==> src/hdl/jsd_pkg.sv <==
// Shared types and constants of the job scheduler.
`default_nettype none
package jsd_pkg;

  localparam int DEADLINE_W = 11;
  localparam int PROFIT_W   = 16;
  localparam int COUNT_W    = 11;
  localparam int TOTAL_W    = 26;

  localparam logic [COUNT_W-1:0] COUNT_MAX = '1;
  localparam logic [TOTAL_W-1:0] TOTAL_MAX = '1;

  // One job request as it travels from the front to the back.
  typedef struct packed {
    logic                  last;
    logic [PROFIT_W-1:0]   profit;
    logic [DEADLINE_W-1:0] deadline;
  } jsd_item_t;

  // One result as it leaves the back.
  typedef struct packed {
    logic               overflow;
    logic [TOTAL_W-1:0] total;
    logic [COUNT_W-1:0] count;
  } jsd_result_t;

  typedef enum logic [2:0] {
    ST_CLEAR,
    ST_LOAD,
    ST_SCAN,
    ST_MARK,
    ST_FIND_RD,
    ST_FIND_CHK,
    ST_LINK,
    ST_OUT
  } jsd_state_e;

endpackage
`default_nettype wire

==> src/hdl/jsd_front.sv <==
// Input stage: takes job requests, clamps the deadline, masks the profit.
`default_nettype none
module jsd_front #(
  parameter int MAX_DEADLINE = 1024,
  parameter int PROFIT_BITS  = 16
) (
  input  wire logic              clk_i,
  input  wire logic              rst_ni,
  input  wire logic              valid_i,
  output logic                   ready_o,
  input  wire jsd_pkg::jsd_item_t item_i,
  output logic                   valid_o,
  input  wire logic              ready_i,
  output jsd_pkg::jsd_item_t     item_o
);
  import jsd_pkg::*;

  localparam logic [31:0] DL_TOP = MAX_DEADLINE;
  localparam int PB = (PROFIT_BITS < PROFIT_W) ? PROFIT_BITS : PROFIT_W;
  localparam logic [PROFIT_W-1:0] P_MASK = PROFIT_W'((33'd1 << PB) - 33'd1);

  logic      vld_q, vld_d;
  jsd_item_t item_q, item_d;

  assign ready_o = !vld_q || ready_i;
  assign valid_o = vld_q;
  assign item_o  = item_q;

  // classify: saturate deadline, keep profit bits
  always_comb begin
    item_d = item_q;
    vld_d  = vld_q && !ready_i;
    if (valid_i && ready_o) begin
      vld_d           = 1'b1;
      item_d.last     = item_i.last;
      item_d.profit   = item_i.profit & P_MASK;
      item_d.deadline = ({21'd0, item_i.deadline} > DL_TOP) ?
                        DL_TOP[DEADLINE_W-1:0] : item_i.deadline;
    end
  end

  always_ff @(posedge clk_i or negedge rst_ni) begin
    if (!rst_ni) begin
      vld_q <= 1'b0;
    end else begin
      vld_q <= vld_d;
    end
  end

  always_ff @(posedge clk_i) begin
    item_q <= item_d;
  end

endmodule
`default_nettype wire

==> config.mk <==
export PLATFORM = sky130hd
export DESIGN_NAME = jsd_front
export DESIGN_NICKNAME = d
export VERILOG_FILES = /design/src/hdl/jsd_pkg.sv /design/src/hdl/jsd_front.sv
export SDC_FILE = /design/constraint.sdc
export NUM_CORES = 1
export LEC_CHECK = 0
export BUFFER_PORTS_ARGS = -buffer_cell sky130_fd_sc_hd__buf_2
export CORE_MARGIN = 4
export CORE_UTILIZATION = 41
export DETAILED_ROUTE_END_ITERATION = 10
export PLACE_DENSITY = 0.77
export SYNTH_ARGS = -nofsm -noshare
export SYNTH_HDL_FRONTEND = slang
export SYNTH_SLANG_ARGS = --single-unit
==> constraint.sdc <==
create_clock -name clk_i -period 1.33 [get_ports clk_i]
set_input_delay 0.266 -clock clk_i [delete_from_list [all_inputs] [get_ports clk_i]]
set_output_delay 0.266 -clock clk_i [all_outputs]
set_load 0.01 [all_outputs]
==> summary by stage, run 1 <==
Status
The flow ran to the end, and the final reports show no timing, DRC or antenna violations.

Final layout
The combined area of the multi-input logic cells is 116.4 µm². The number of nets in the layout is 143. The repair_antennas step left the layout with diodes totalling 0. Compared with the post-synthesis result, the final layout area differs by 38.65%. The post-route netlist has 70.54% of its cells at a drive strength greater than 1.

For this run, the share of the core covered by cells in the final layout is 61.32%. Summing all flip-flop and latch instances after layout gives a little under 900 µm². Counting the fill cells in the layout gives 193.

GRT
The pin count of the biggest net entering global routing is 29. The first global-routing pass estimated 2829 µm of wire. The via count of the first global-routing pass is 608. The total global-route track usage is between 10% and 20%.

The global-route congestion overflow total is 0. The number of antenna violations at the first check in global routing came to 0.

Logic synthesis
The cell type with the largest total area after synthesis is sky130_fd_sc_hd__edfxtp_1. The Yosys step of the flow raised 0 warnings. In this run the cell area of the synthesized design comes to between 900 and 1000 µm².

The synthesis-stage register bit count is 29. When the netlist entered floorplanning its net count stood at between 70 and 80. For this run, the register share of the synthesized area comes to 86.83%. The synthesized netlist cell count is 44. The average cell area after synthesis is 22.66 µm². After synthesis, the cell types taking the most area are sky130_fd_sc_hd__edfxtp_1 84%, sky130_fd_sc_hd__nor2b_2 8.8%, sky130_fd_sc_hd__dfrtp_1 2.5%. The synthesized netlist contains 8 unique library cells. Summed over its instances, the top area cell type makes up 84.32% of the synthesized netlist area.

Detailed routing
The total routed wirelength is 1810 µm. In the final routed layout, each cell accounts on average for 12.93 µm. The initial detailed-routing violation count is 18. The post-route antenna net violation count is 0.

The number of vias per cell is approximately 4.3. The detailed router placed just over 600 vias in this run. The pre-antenna-repair detailed-routing pass consisted of 3 iterations. For this run, design rule violations remaining after detail routing come to 0.

Floorplan
The initial core utilization is 44.23%. Measured along the x axis, the die boundary spans 57.32 µm. From bottom edge to top edge, the die measures 57.32 µm. The region available for standard cell placement spans roughly 2300 µm².

62 I/O pins were placed. The die covers between 3000 and 4000 µm². The initialized floorplan defines 17 standard-cell rows.

Placed design
At the end of routability-driven placement, the weighted congestion stood at 0.7358. The count of port buffers added during placement is 61.

Setup path
The nature of the critical path endpoint is a flip-flop. The kind of start point of the critical path is a flip-flop. The worst endpoint required time is between 1 and 1.5 ns.

The classification of the worst setup path is reg2reg. The worst endpoint data arrival time is between 1 and 1.5 ns. Along the worst path, the maximum fanout reaches 28.

Clock tree
Clock tree synthesis selected as its root buffer the cell sky130_fd_sc_hd__clkbuf_4. The clock transition time at the flip-flop clock pins of the worst setup and hold paths is about 0.080 ns. The number of buffers between clock root and the deepest sink is 2. The number of setup buffers added after CTS is 0. The clock buffer count from CTS is 5.

The number of gates resized after CTS was 0. CTS saw 29 sinks. The clock tree synthesis step divided the H-tree into 2 levels.

The hold buffer count at CTS is 1. The later pin in the worst-skew pair is clocked with a latency of about 0.30 ns. The TritonCTS clock tree is done.

Timing
The number of failing setup endpoints in the final timing report is 0. Setup total negative slack on the finished layout was measured at 0 ns. Final hold analysis gives a worst-case slack of 0.1273 ns.

Derived from the worst setup path, the maximum achievable clock frequency is between 0.8 and 0.9 GHz. Subtracting the final worst setup slack from the clock period gives 1.195 ns. Setup repair after global routing left no endpoint under its margin. The final clock period utilization by the worst path is between 80% and 90%.

Headroom to the max-slew limit came out at 77.05%. The final count of hold timing violations was 0. The worst-margin pin slew is between 0.3 and 0.4 ns.

The max-slew violation total from the final report is 0. The setup skew after layout is 0.004690 ns.

Hold path
The class of the most critical hold timing path is in2reg.

Power
Power spread over the standard cell area amounts to 1228 nW/µm². The reported leakage power is 0.0006038 µW. The worst vdd rail ir drop is 0.6915 mV.

Run
The number of maximum-capacitance constraint violations is 0.
[power by group]
part           total, µW  switching (µW)  internal, µW
clock network        452             262           190
logic                172            88.3          84.1
registers           1070            12.0          1060
total               1700             362          1340
[per-stage QoR]
stage / total power (µW) / setup WS [ns] / cells / instance area, µm²
global placement: 1262 / 0.1713 / 131 / 1323
CTS: 1723 / 0.1242 / 140 / 1383
floorplan: 1173 / 0.1544 / 44 / 997.2
global route: 1794 / 0.08183 / 140 / 1383
finish: 1698 / 0.1348 / 140 / 1383
detailed placement: 1270 / 0.1396 / 131 / 1323
[cell families after synthesis]
kind of cell,after synthesis,share of synthesized area (%)
buf+inv,2,1.505
flops,29,86.83
simple gates,13,11.67
[sequential cells by signal (all words and copies together) (netlist names)]
| signal | cells |
|---|---|
| valid_o | 1 |
| item_o | 28 |
[synth_stat cells, drive strengths merged]
cell and count:
clkbuf 1, dfrtp 1, edfxtp 28, and2 1, buf 1, nand2b 2
nor2b 10
[routing by layer]
layer,vias up,track usage [%],part of all wire [%]
li1,295,-,-
met1,268,13.26,36
met2,40,19.09,49
met3,4,4.751,12
met4,0,8.940,2.1
met5,-,0,0
[worst max-delay path, stage by stage, from the launching register on]
cell and delay (ns):
sky130_fd_sc_hd__dfrtp_1 0.41, sky130_fd_sc_hd__nand2b_4 0.08, sky130_fd_sc_hd__and2_4 0.36
[cell usage in the layout (no fill, tap or decap)]
cell type	n
sky130_fd_sc_hd__and2_4	1
sky130_fd_sc_hd__nand2b_4	1
sky130_fd_sc_hd__nor2b_2	10
sky130_fd_sc_hd__dfrtp_1	1
sky130_fd_sc_hd__buf_2	61
sky130_fd_sc_hd__clkbuf_4	5
sky130_fd_sc_hd__edfxtp_1	28
sky130_fd_sc_hd__clkinv_1	2
sky130_fd_sc_hd__nand2b_1	1
sky130_fd_sc_hd__clkinv_2	1
sky130_fd_sc_hd__dlygate4sd3_1	1
[layout make-up]
class / count / area share, %
timing repair buffer: 62 / 22.81
tap: 28 / 2.534
sequential: 29 / 62.62
clock inverter: 3 / 0.9050
clock buffer: 5 / 2.715
multi-input combinational: 13 / 8.416
[worst paths after layout]
path                                  from  depth (start not counted)    endpoint  slack (ns)
worst min register to register     valid_o                          2     valid_o        0.56
max in group asynchronous           rst_ni                          2     valid_o        0.98
worst max-delay path               valid_o                          2  item_o[21]        0.13
worst min-delay path            item_i[16]                          1  item_o[16]        0.13
worst max register to register     valid_o                          2  item_o[21]        0.13
min in group asynchronous           rst_ni                          2     valid_o        0.27
Power figures use the tool's default switching activity.
==> run 2, diff against run 1 <==
CORE_MARGIN = 10   (was 4)
CORE_UTILIZATION = 30   (was 41)
PLACE_DENSITY = unset   (was 0.77)
==> summary by stage, run 2 (synthesized netlist as in run 1, its figures left out) <==
Setup path
The biggest fanout along the worst timing path is 28 (unchanged). The worst setup path endpoint is item_o[7] (was item_o[21]). The kind of start point of the critical path is a flip-flop (unchanged). The start point of the critical path is valid_o (unchanged). Cells along the critical path: nand2b_4, and2_4 (unchanged).

The worst reg2reg path depth is 2 (unchanged). The logic depth of the worst setup path including buffers is 2 (unchanged). The worst endpoint data arrival time is 1.19 ns (was 1.17 ns).

The nature of the critical path endpoint is a flip-flop (unchanged). The critical path's largest stage delay is 0.41 ns (about the same). The critical path's slowest cell was sky130_fd_sc_hd__dfrtp_1 (unchanged). The total buffers and inverters traversed by the critical path was 0 (unchanged). The worst endpoint required time is 1.31 ns (was 1.30 ns).

The origin of the critical flop-to-flop path is valid_o (unchanged). The family with the most delay on the worst path is simple AND/OR/NAND/NOR gates (unchanged). The register-to-register path setup slack was 0.12 ns (was 0.13 ns). The classification of the worst setup path is reg2reg (unchanged). The reg-to-reg endpoint is item_o[7] (was item_o[21]).

Clock tree
The number of buffers between clock root and the deepest sink is 2 (unchanged). The clock transition time at the flip-flop clock pins of the worst setup and hold paths is 0.08 ns (about the same). The clock buffer count from CTS is 5 (unchanged). The clock latency reported for the late side of the worst-skew pair is 0.31 ns (was 0.30 ns). The TritonCTS clock tree is done (unchanged).

The TritonCTS sink count is 29 (unchanged). The deepest level of the CTS H-tree came to 2 (unchanged). The root buffer cell is sky130_fd_sc_hd__clkbuf_4 (unchanged).

Timing
The setup TNS is 0 ns (unchanged). Unrepaired setup endpoints after global routing: no (unchanged). The setup skew after layout came to 0.005827 ns (was 0.004690 ns). The final worst-path setup slack is 0.1246 ns (was 0.1348 ns). The worst-margin pin slew is 0.3515 ns (was 0.3442 ns). The final clock period utilization by the worst path is 90.63% (was 89.87%). The max-slew violation total from the final report was 0 (unchanged). The number of failing setup endpoints in the final timing report is 0 (unchanged). The highest achievable clock rate is 0.8296 GHz (was 0.8367 GHz). The time the final worst path needs with I/O delays and setup is 1.205 ns (was 1.195 ns). The final count of hold timing violations is 0 (unchanged). The worst-case headroom to the max-slew limit is 76.57% (was 77.05%).

Power
The power density of the placed cells is 1219 nW/µm² (was 1228 nW/µm²). The internal portion of total power is 1337 µW (was 1336 µW). The worst vdd rail ir drop is 0.3853 mV (was 0.6915 mV). The sequential cell fraction of total power is 63.0% (was 63.2%).

The net switching share of the total power is 21.52% (was 21.31%). The part of the power in combinational logic came to 10.2% (about the same). The net switching power is 366.8 µW (was 361.8 µW). The reported leakage power came to 0.0005995 µW (was 0.0006038 µW). The share of power burned in the clock network is 26.8% (was 26.6%).

Final layout
The finished layout cell area is 1398 µm² (was 1383 µm²). The number of non-filler instances in the completed layout is 155 (was 140). The share of final-layout standard cells stronger than drive strength 1 is 70.27% (was 70.54%).

The final antenna diode count was 0 (unchanged). The final-layout fill cell count was 295 (was 193). The synthesis-to-layout area growth is 40.15% (was 38.65%). The leading cell type in the layout, fill and taps excluded was sky130_fd_sc_hd__buf_2 (unchanged). The fraction of the core area covered by cells at the end of the flow is 44.68% (was 61.32%). The flip-flop count of the largest register, all copies and words added is 28 (unchanged). Most frequent cells in the layout: 61 x sky130_fd_sc_hd__buf_2, 28 x sky130_fd_sc_hd__edfxtp_1, 10 x sky130_fd_sc_hd__nor2b_2, 5 x sky130_fd_sc_hd__clkbuf_4 (was 61 x sky130_fd_sc_hd__buf_2, 28 x sky130_fd_sc_hd__edfxtp_1, 10 x sky130_fd_sc_hd__nor2b_2, 5 x sky130_fd_sc_hd__clkbuf_4, 2 x sky130_fd_sc_hd__clkinv_1). The number of nets in the layout is 143 (unchanged).

Detailed routing
The total routed wirelength came to 2208 µm (was 1810 µm). The initial detailed-routing violation count is 34 (was 18). The number of iterations in the first detailed-routing pass is 3 (unchanged).

The final routed DRC violation total is 0 (unchanged). The post-route antenna net violation count is 0 (unchanged). The via total after detailed routing is 607 (unchanged).

The number of vias per cell is 3.916 (was 4.336). The average wire per standard cell is 14.25 µm (was 12.93 µm).

Status
Status: completed (unchanged).

Placed design
The count of port buffers added during placement is 61 (unchanged). The area of placed instances is 1343 µm² (was 1323 µm²). The last weighted congestion value of the routability-driven placer was 0.6071 (was 0.7358). The minimum setup slack after placement is 0.1231 ns (was 0.1396 ns).

The total instance count after detailed placement came to 147 (was 131).

GRT
The total global-route track usage is 7.326% (was 12.15%). The number of antenna violations at the first check in global routing was 0 (unchanged). The via count of the first global-routing pass came to 633 (was 608). The global-route congestion overflow total is 0 (unchanged). The pin count of the biggest net entering global routing is 29 (unchanged). The first-pass GRT wire length was 3284 µm (was 2829 µm).

Floorplan
The width of the die is 77.66 µm (was 57.32 µm). The number of ports placed on the die boundary is 62 (unchanged). The vertical die dimension was 77.66 µm (was 57.32 µm). The initial core utilization was 31.88% (was 44.23%). The die outline area came to 6030 µm² (was 3285 µm²). The core footprint is 3128 µm² (was 2255 µm²). The row count is 20 (was 17).

Hold path
The class of the most critical hold timing path is in2reg (unchanged). The number of cells traversed by the worst hold path came to 1 (unchanged).

Run
The number of maximum-capacitance constraint violations was 0 (unchanged).
-- run 2: cell count changes in the layout (fill, tap and decap cells not counted), sizes merged --
cell / before / now
clkbuf: 5 / 6
clkinv: 3 / 1
-- run 2: metal layers --
layer / global-route usage, % / vias to the layer above / part of all wire [%]
met5: 0 / - / 0
met3: 6.221 / 5 / 15
met1: 7.250 / 269 / 40
met2: 10.28 / 43 / 43
met4: 4.380 / 0 / 2.1
li1: - / 290 / -
-- run 2: how the worst min path moves through the flow --
stage	startpoint	to	slack, ns
detailed placement	rst_ni	valid_o	0.04
finish	item_i[13]	item_o[13]	0.12
global placement	rst_ni	valid_o	0.04
global route	item_i[13]	item_o[13]	0.09
floorplan	rst_ni	valid_o	-0.03
CTS	item_i[27]	item_o[27]	0.11
-- run 2: per-stage QoR --
stage          total power, µW  hold slack [ns]
2_1_floorplan             1173         -0.02959
3_3_place_gp              1267          0.04062
3_5_place_dp              1272          0.04478
4_1_cts                   1737           0.1053
5_1_grt                   1802          0.08945
6_report                  1704           0.1219
-- run 2: power by group through the flow --
stage	logic (µW)	clock network, µW	registers [µW]
6_report	173	456	1070
2_1_floorplan	48.6	0	1120
4_1_cts	179	483	1070
3_5_place_dp	177	0	1100
3_3_place_gp	173	0	1090
5_1_grt	191	532	1080
-- run 2: cell type report --
cell class,count,area [µm²],share of cell area (%)
Multi-Input combinational cell,13,116.4,8.326
Clock inverter,1,3.754,0.2686
Tap cell,44,55.05,3.939
Clock buffer,6,41.29,2.954
Timing Repair Buffer,62,315.3,22.56
Sequential cell,29,865.8,61.95
-- run 2: repair_timing --
action                    4_1_cts  5_1_grt
hold buffers                    1        0
hold endpoints to repair        1        0
gates resized for setup         0        0
buffers inserted                0        0
