[config.mk]
export PLATFORM = sky130hd
export DESIGN_NAME = jsd_fifo
export DESIGN_NICKNAME = d
export VERILOG_FILES = /design/src/hdl/jsd_pkg.sv /design/src/hdl/jsd_fifo.sv
export SDC_FILE = /design/constraint.sdc
export NUM_CORES = 1
export LEC_CHECK = 0
export BUFFER_PORTS_ARGS = -buffer_cell sky130_fd_sc_hd__buf_2
export CORE_ASPECT_RATIO = 2
export CORE_MARGIN = 4
export CORE_UTILIZATION = 50
export CTS_CLUSTER_SIZE = 25
export DETAILED_ROUTE_END_ITERATION = 10
export GPL_ROUTABILITY_DRIVEN = 0
export GPL_TIMING_DRIVEN = 0
export MAX_ROUTING_LAYER = met4
export PLACE_DENSITY = 0.8
export SLEW_MARGIN = 20
export SYNTH_ARGS = -nofsm -noshare
export SYNTH_HDL_FRONTEND = slang
export SYNTH_SLANG_ARGS = --single-unit
export TNS_END_PERCENT = 20
[constraint.sdc]
create_clock -name clk_i -period 2.2 [get_ports clk_i]
set_input_delay 0.33 -clock clk_i [delete_from_list [all_inputs] [get_ports clk_i]]
set_output_delay 0.33 -clock clk_i [all_outputs]
set_load 0.005 [all_outputs]
[src/hdl/jsd_pkg.sv]
// Shared types and constants of the job scheduler.
`default_nettype none
package jsd_pkg;

  localparam int DEADLINE_W = 11;
  localparam int PROFIT_W   = 16;
  localparam int COUNT_W    = 11;
  localparam int TOTAL_W    = 26;

  localparam logic [COUNT_W-1:0] COUNT_MAX = '1;
  localparam logic [TOTAL_W-1:0] TOTAL_MAX = '1;

  // One job request as it travels from the front to the back.
  typedef struct packed {
    logic                  last;
    logic [PROFIT_W-1:0]   profit;
    logic [DEADLINE_W-1:0] deadline;
  } jsd_item_t;

  // One result as it leaves the back.
  typedef struct packed {
    logic               overflow;
    logic [TOTAL_W-1:0] total;
    logic [COUNT_W-1:0] count;
  } jsd_result_t;

  typedef enum logic [2:0] {
    ST_CLEAR,
    ST_LOAD,
    ST_SCAN,
    ST_MARK,
    ST_FIND_RD,
    ST_FIND_CHK,
    ST_LINK,
    ST_OUT
  } jsd_state_e;

endpackage
`default_nettype wire

[src/hdl/jsd_fifo.sv]
// Four-entry request queue between front and back.
`default_nettype none
module jsd_fifo (
  input  wire logic              clk_i,
  input  wire logic              rst_ni,
  input  wire logic              push_valid_i,
  output logic                   push_ready_o,
  input  wire jsd_pkg::jsd_item_t push_item_i,
  output logic                   pop_valid_o,
  input  wire logic              pop_ready_i,
  output jsd_pkg::jsd_item_t     pop_item_o
);
  import jsd_pkg::*;

  jsd_item_t  mem_q [4];
  logic [1:0] wp_q, wp_d, rp_q, rp_d;
  logic [2:0] cnt_q, cnt_d;
  logic       push, pop;

  assign push_ready_o = (cnt_q != 3'd4);
  assign pop_valid_o  = (cnt_q != 3'd0);
  assign pop_item_o   = mem_q[rp_q];
  assign push = push_valid_i && push_ready_o;
  assign pop  = pop_valid_o && pop_ready_i;

  // pointer and fill update
  always_comb begin
    wp_d  = push ? wp_q + 2'd1 : wp_q;
    rp_d  = pop ? rp_q + 2'd1 : rp_q;
    cnt_d = cnt_q + {2'd0, push} - {2'd0, pop};
  end

  always_ff @(posedge clk_i or negedge rst_ni) begin
    if (!rst_ni) begin
      wp_q  <= 2'd0;
      rp_q  <= 2'd0;
      cnt_q <= 3'd0;
    end else begin
      wp_q  <= wp_d;
      rp_q  <= rp_d;
      cnt_q <= cnt_d;
    end
  end

  always_ff @(posedge clk_i) begin
    if (push) begin
      mem_q[wp_q] <= push_item_i;
    end
  end

endmodule
`default_nettype wire

==> key figures, run 1 <==
Cells and area
  – Fill count: 565
  – Total Nets Final: about 310
  – Area Growth Syn to Fin: 25.3%
  – Final core occ: 65.0%
  – Share of cells above drive strength 1: a little under half

Logic synthesis
  – Yosys warning total: 0
  – Main area contributors after synthesis: edfxtp_1 (74%), mux4_2 (14%), dfrtp_1 (3.9%)
  – Mapped Cells: between 150 and 200
  – Synth unique cells: 20
  – Simple-Gate Fraction of Synth Area: roughly 2.5%
  – Net Count, Synth: around 230
  – Synth Area in Adders: around 2.1%
  – Post-synthesis cell area: between 0.004 and 0.005 mm²
  – Synth Area in Compound Gates: less than 1%
  – Largest family of logic cells by synthesized area: multiplexers
  – Multiplexer share of the synthesized area: between 10 and 15%
  – Synth Register Bits: approximately 120
  – Post-synthesis sequential area ratio: around four fifths
  – Synth area leader: edfxtp_1
  – Share of the synthesized area in the top cell type: between 70% and 80%
  – Post-Synth XOR/XNOR Area: less than 1%
  – Avg Cell Area, Syn: 24.2 µm²

CTS
  – Clk_lat worst skew: just over 400 ps
  – Root Buffer: clkbuf_16
  – Clock H-tree levels: 4
  – # clock sinks: between 100 and 150
  – Longest Clk Path Bufs: 2
  – CTS tree: built
  – TritonCTS buffer count: 17
  – Clk pin slew, worst setup/hold paths: roughly 50 ps

Power
  – Clk pwr share: between 30% and 40%
  – Comb pwr share: 27.3%
  – P per Cell Area: about 1400 mW/mm²
  – Seq pwr share: about 40%
  – P_sw: between 2 and 2.5 mW
  – Leakage power: 2.04 nW
  – P_int: about 5.9 mW
  – Worst vdd ir: ~0.86 mV
  – Power, Total: between 7 and 8 mW
  – Net Sw Frac: around a quarter

Outcome
  – Status: complete, no violations

Setup path
  – CP startpoint kind: flip-flop
  – CP max FO: 7
  – Worst Setup End Kind: flip-flop
  – Crit-path cells: o31a_1 -> ha_1 -> inv_1 -> ha_1 -> inv_1 -> fa_1 -> xnor2_2 -> xnor2_1
  – Worst Path Class, Setup: reg -> reg
  – Slowest stage delay, CP: 460 ps
  – Critical-path top delay cell: dfrtp_2
  – Data required, critical path: approximately 2500 ps
  – Critical path origin: cnt_q[1]
  – Worst R2R Start: cnt_q[1]
  – CP arrival: approximately 2400 ps

GRT
  – Largest net degree at the start of global routing: 28
  – Initial antenna violation count: 1
  – GRT Overall Usage: ~17%
  – GRT Residual Overflow: 0
  – Global-route wire length before repair: approximately 12 mm
  – Vias in the first global route: approximately 2300

Place
  – PortBufs: between 60 and 70
  – Post-DP HPWL: approximately 5 mm

STA
  – Final setup TNS: 0 ps
  – Fin crit share: 95.7%
  – Unrepaired setup endpoints after global routing: false
  – Final setup violation count: 0
  – Max Slew Vio Count: 0
  – Worst Skew: between 6 and 7 ps
  – Final Hold Viols: 0
  – Final min period: 2100 ps
  – Fmax: ~480 MHz
  – Normalized max-slew margin: roughly three quarters
  – Worst Max-Slew Pin Slew: about 350 ps

Route
  – TritonRoute pass-1 iters: 4
  – Residual DRC count: 0
  – Initial drt markers: ~120
  – Antenna Nets Post-Route: 0
  – Vias post-DR: 2101
  – Final wirelength: 7.73 mm
  – Drt via density: about 5.4
  – Routed wire per std cell: between 15 and 20 µm

Run
  – Number of max-cap violations: 0

Die
  – Row cnt: 48
  – Initial Utilization: 51.9%
  – Top-level port count: 62
  – Die area: about 0.011 mm²
  – Core footprint: roughly 0.0087 mm²
  – Die H: about 140 µm
  – Die width: approximately 75 µm

Worst hold path
  – Worst hold start: push_item_i[7]
  – HP Class: in -> reg
==> state kept, by name (all words and copies together) (netlist names) <==
register	flops
cnt_q	3
mem_q	112
rp_q	2
wp_q	2
==> final timing paths <==
kind	endpoint	slack [ps]	cells after the start
hold / removal	mem_q[3][7]	140	1
min in group asynchronous	wp_q[0]	280	2
max in group asynchronous	cnt_q[2]	1740	2
setup / recovery	cnt_q[2]	100	8
setup reg to reg	cnt_q[2]	100	8
hold reg to reg	wp_q[1]	610	2
==> placed cells by master (no fill, tap or decap), types with 2 or more instances in the layout <==
cell	count
edfxtp_1	112
buf_2	63
mux4_2	28
clkbuf_16	17
inv_1	6
ha_1	6
clkinv_2	5
buf_4	4
and3b_2	4
nand2b_1	4
dfrtp_1	4
buf_6	3
bufinv_16	3
clkinv_1	3
dfrtp_2	3
xnor2_1	2
nand4bb_1	2
o211ai_1	2
clkbuf_1	2
buf_16	2
buf_12	2
==> area by class of cell <==
| class | count | area (µm²) | share of cell area [%] |
|---|---|---|---|
| multi-input cells | 56 | 917 | 16.2 |
| plain buffers | 6 | 51.3 | 0.906 |
| clock inverters | 12 | 135 | 2.39 |
| flip-flops and latches | 119 | 3540 | 62.6 |
| diodes | 1 | 2.50 | 0.0442 |
| repair buffers | 69 | 433 | 7.65 |
| clock buffers | 19 | 433 | 7.65 |
| inverters | 6 | 22.5 | 0.398 |
| well taps | 100 | 125 | 2.21 |
==> critical path, delay by kind of cell (launching register included) <==
family	cells	cell delay, ps
xor+xnor	2	270
buf+inv	2	110
fa+ha+maj	3	800
compound gates	1	350
flops	1	460
==> cell families after synthesis <==
kind of cell,after synthesis
xor gates and xnor gates,4
and+or+nand+nor,13
adders and majority gates,7
DFF,119
AOI/OAI and AO/OA,4
muxes,28
buffers and inverters,12
==> layer usage <==
layer  GRT usage [%]  wire length, µm  part of all wire, %  vias to the layer above
met5               -                0                    0                        -
met1            17.4             2730                   35                     1065
met2            27.4             4410                   57                       60
met4            7.10              164                  2.1                        0
met3            6.72              424                  5.5                       13
li1                -                -                    -                      963
==> timing repair <==
action                     4_1_cts  5_1_grt
hold buffers                     1        0
setup endpoints to repair        1        1
hold endpoints to repair         7        0
buffers inserted                 1        2
pin swaps                        1        0
gates cloned                     0        0
resized for setup                0        4
==> Yosys cell counts, drive strengths merged <==
cell type  instances
edfxtp           112
mux4              28
dfrtp              7
buf                6
ha                 6
inv                6
and3b              4
nand2b             4
xnor2              3
nand4bb            2
o211ai             2
fa                 1
nand2              1
nor3b              1
o311ai             1
o31a               1
or3                1
xor2               1
==> power by group through the flow <==
stage	Sequential, mW	Clock, mW	Combinational (mW)
global route	3.24	2.77	2.38
CTS	3.21	2.65	2.19
finish	3.20	2.61	2.18
global placement	3.22	0	2.01
detailed placement	3.24	0	2.17
floorplan	3.19	0	1.34
==> through the flow <==
step / instance area (µm²) / hold WS, ps / std cells / setup slack, ps
finish: 5660 / 138 / 388 / 95.2
floorplan: 4520 / 34.4 / 187 / 130
global route: 5660 / 122 / 388 / 10.5
global placement: 4950 / 172 / 348 / -133
detailed placement: 5050 / 176 / 352 / -53.7
CTS: 5630 / 123 / 385 / 27.5
Power figures use the tool's default switching activity.
==> run 2, diff against run 1 <==
Settings changed: CTS_BUF_LIST set to sky130_fd_sc_hd__clkbuf_8, REMOVE_ABC_BUFFERS set to 1.
==> run 2 against run 1 <==
Cell area shrank 3.4%. First-iteration DRC count increased by 39%. Non-clock buffer count down 4. Hold slack worse by 19 ps. Global-route usage is 0.25 points lower. Critical endpoint unchanged. Largest cell class unchanged. Largest power group unchanged.
==> key figures, run 2 (synthesis results as in run 1) <==
CTS
  – CTS tree: built (unchanged)
  – Longest Clk Path Bufs: 2 (unchanged)
  – Clk pin slew, worst setup/hold paths: 70 ps (was 50 ps)
  – Clock H-tree levels: 4 (unchanged)
  – # clock sinks: 119 (unchanged)
  – TritonCTS buffer count: 17 (unchanged)
  – Clk_lat worst skew: 420 ps (was 410 ps)
  – Root Buffer: clkbuf_8 (was clkbuf_16)

Cells and area
  – Max reg flops: 112 (unchanged)
  – Area Growth Syn to Fin: 21.1% (was 25.3%)
  – Antenna diodes: 0 (was 1)
  – Fill count: 619 (was 565)
  – Commonest non-fill, non-tap cell in the layout: edfxtp_1 (unchanged)
  – Biggest register: mem_q (unchanged)
  – Biggest regs: mem_q: 112 flops, cnt_q: 3 flops (unchanged)
  – Most frequent cells in the layout: edfxtp_1 (112), buf_2 (61), mux4_2 (28), clkbuf_8 (17), clkinv_2 (7) (was edfxtp_1 (112), buf_2 (63), mux4_2 (28), clkbuf_16 (17))
  – Share of cells above drive strength 1: 48.6% (was 47.7%)
  – Total Nets Final: 310 (was 314)

Die
  – Top-level port count: 62 (unchanged)
  – Core footprint: 0.00871 mm² (unchanged)
  – Row cnt: 48 (unchanged)
  – Die width: 75.2 µm (unchanged)
  – Initial Utilization: 51.9% (unchanged)
  – Die area: 0.0107 mm² (unchanged)
  – Die H: 142 µm (unchanged)

Setup path
  – Worst Path Class, Setup: reg -> reg (unchanged)
  – Top Family by Delay on Critical Path: adder cells (unchanged)
  – CP Buf/Inv Count: 2 (unchanged)
  – Crit-path cells: o31a_1 -> ha_1 -> inv_1 -> ha_1 -> inv_1 -> fa_1 -> xnor2_1 -> xnor2_1 (was o31a_1 -> ha_1 -> inv_1 -> ha_1 -> inv_1 -> fa_1 -> xnor2_2 -> xnor2_1)
  – Critical-path top delay cell: dfrtp_1 (was dfrtp_2)
  – Worst R2R Start: cnt_q[0] (was cnt_q[1])
  – Setup slack, reg-to-reg: 100 ps (about the same)
  – CP startpoint kind: flip-flop (unchanged)
  – Worst Setup End Kind: flip-flop (unchanged)
  – Critical path origin: cnt_q[0] (was cnt_q[1])
  – CP arrival: 2440 ps (was 2390 ps)
  – CP max FO: 7 (unchanged)
  – Slowest stage delay, CP: 470 ps (was 460 ps)
  – Data required, critical path: 2540 ps (was 2490 ps)

GRT
  – Met2 usage: 26.4% (was 27.4%)
  – GRT Overall Usage: 16.4% (was 16.7%)
  – Global-route wire length before repair: 11.7 mm (was 11.9 mm)
  – GR met1 Demand/Resource: 17.5% (was 17.4%)
  – Vias in the first global route: 2217 (was 2270)
  – Grt met3 use: 6.22% (was 6.72%)
  – Initial antenna violation count: 0 (was 1)
  – Largest net degree at the start of global routing: 30 (was 28)
  – GRT Residual Overflow: 0 (unchanged)
  – GR peak layer: met2 (unchanged)

Power
  – Net Sw Frac: 27.9% (was 25.8%)
  – Worst vdd ir: 0.862 mV (was 0.861 mV)
  – P_sw: 2.01 mW (was 2.07 mW)
  – Clk pwr share: 24.9% (was 32.6%)
  – Seq pwr share: 46.2% (was 40.1%)
  – P per Cell Area: 1320 mW/mm² (was 1410 mW/mm²)
  – Leakage power: 1.93 nW (was 2.04 nW)
  – Comb pwr share: 28.9% (was 27.3%)
  – Power, Total: 7.20 mW (was 7.99 mW)
  – P_int: 5.19 mW (was 5.93 mW)

STA
  – Final setup violation count: 0 (unchanged)
  – Final min period: 2100 ps (about the same)
  – Fmax: 476 MHz (was 475 MHz)
  – Max Slew Vio Count: 0 (unchanged)
  – Worst Max-Slew Pin Slew: 457 ps (was 346 ps)
  – Worst Skew: 6.43 ps (was 6.28 ps)
  – Fin crit share: 95.4% (was 95.7%)
  – Final Hold Viols: 0 (unchanged)
  – Final WS setup: 101 ps (was 95.2 ps)
  – Normalized max-slew margin: 69.6% (was 76.6%)

Route
  – Routed wire per std cell: 19.5 µm (was 19.9 µm)
  – Antenna Nets Post-Route: 0 (unchanged)
  – TritonRoute pass-1 iters: 4 (unchanged)
  – Residual DRC count: 0 (unchanged)
  – Drt via density: 5.46 (was 5.41)
  – Final wirelength: 7.47 mm (was 7.73 mm)
  – Initial drt markers: 160 (was 115)
  – Vias post-DR: 2098 (was 2101)

Place
  – Post-DP HPWL: 4.81 mm (was 5.15 mm)
  – PortBufs: 61 (unchanged)
  – Dpl ws: -68.0 ps (was -53.7 ps)

Worst hold path
  – Worst hold start: push_item_i[10] (was push_item_i[7])
  – HP Class: in -> reg (unchanged)

Run
  – Number of max-cap violations: 0 (unchanged)

Outcome
  – Status: complete, no violations (unchanged)
[run 2: layout make-up]
cell class,instances,area (µm²),share of cell area [%]
clock buffer,17,234,4.28
clock inverter,15,138,2.52
inverter,6,22.5,0.412
multi-input combinational,56,910,16.6
sequential,119,3550,64.9
tap,100,125,2.29
timing repair buffer,71,493,9.01
[run 2: layer usage]
metal	routed length (µm)	part of all wire [%]
met5	0	0
met4	197	2.6
met3	442	5.9
met2	4330	58
met1	2510	34
[run 2: power groups by stage]
stage | Clock [mW] | Combinational (mW) | Sequential, mW
2_1_floorplan | 0 | 1.08 | 3.36
5_1_grt | 1.97 | 2.27 | 3.38
6_report | 1.79 | 2.08 | 3.33
3_3_place_gp | 0 | 1.67 | 3.51
4_1_cts | 1.82 | 2.11 | 3.34
3_5_place_dp | 0 | 1.92 | 3.46
[run 2: metrics by stage]
stage	hold WS (ps)	util [%]	cells	cell area [µm²]	TNS [ps]
2_1_floorplan	34.4	-	181	4470	-1600
3_3_place_gp	169	56.2	342	4900	-37640
3_5_place_dp	171	57.7	347	5030	-68.0
4_1_cts	95.5	62.7	383	5460	0
5_1_grt	86.5	62.8	384	5470	-9.65
6_report	119	62.8	384	5470	0
[run 2: timing repair]
action / 4_1_cts / 5_1_grt
setup endpoints to repair: 29 / 1
pin swaps: 1 / 0
gates resized for setup: 2 / 2
endpoints found under the hold margin: 7 / 0
setup buffers: 3 / 1
hold buffers: 1 / 0
[run 2: path summary, 6_finish.rpt]
path | end | cells after the start
setup / recovery | cnt_q[2] | 8
hold / removal | mem_q[3][10] | 1
setup reg to reg | cnt_q[2] | 8
hold reg to reg | wp_q[1] | 2
max in group asynchronous | rp_q[0] | 2
min in group asynchronous | wp_q[1] | 2
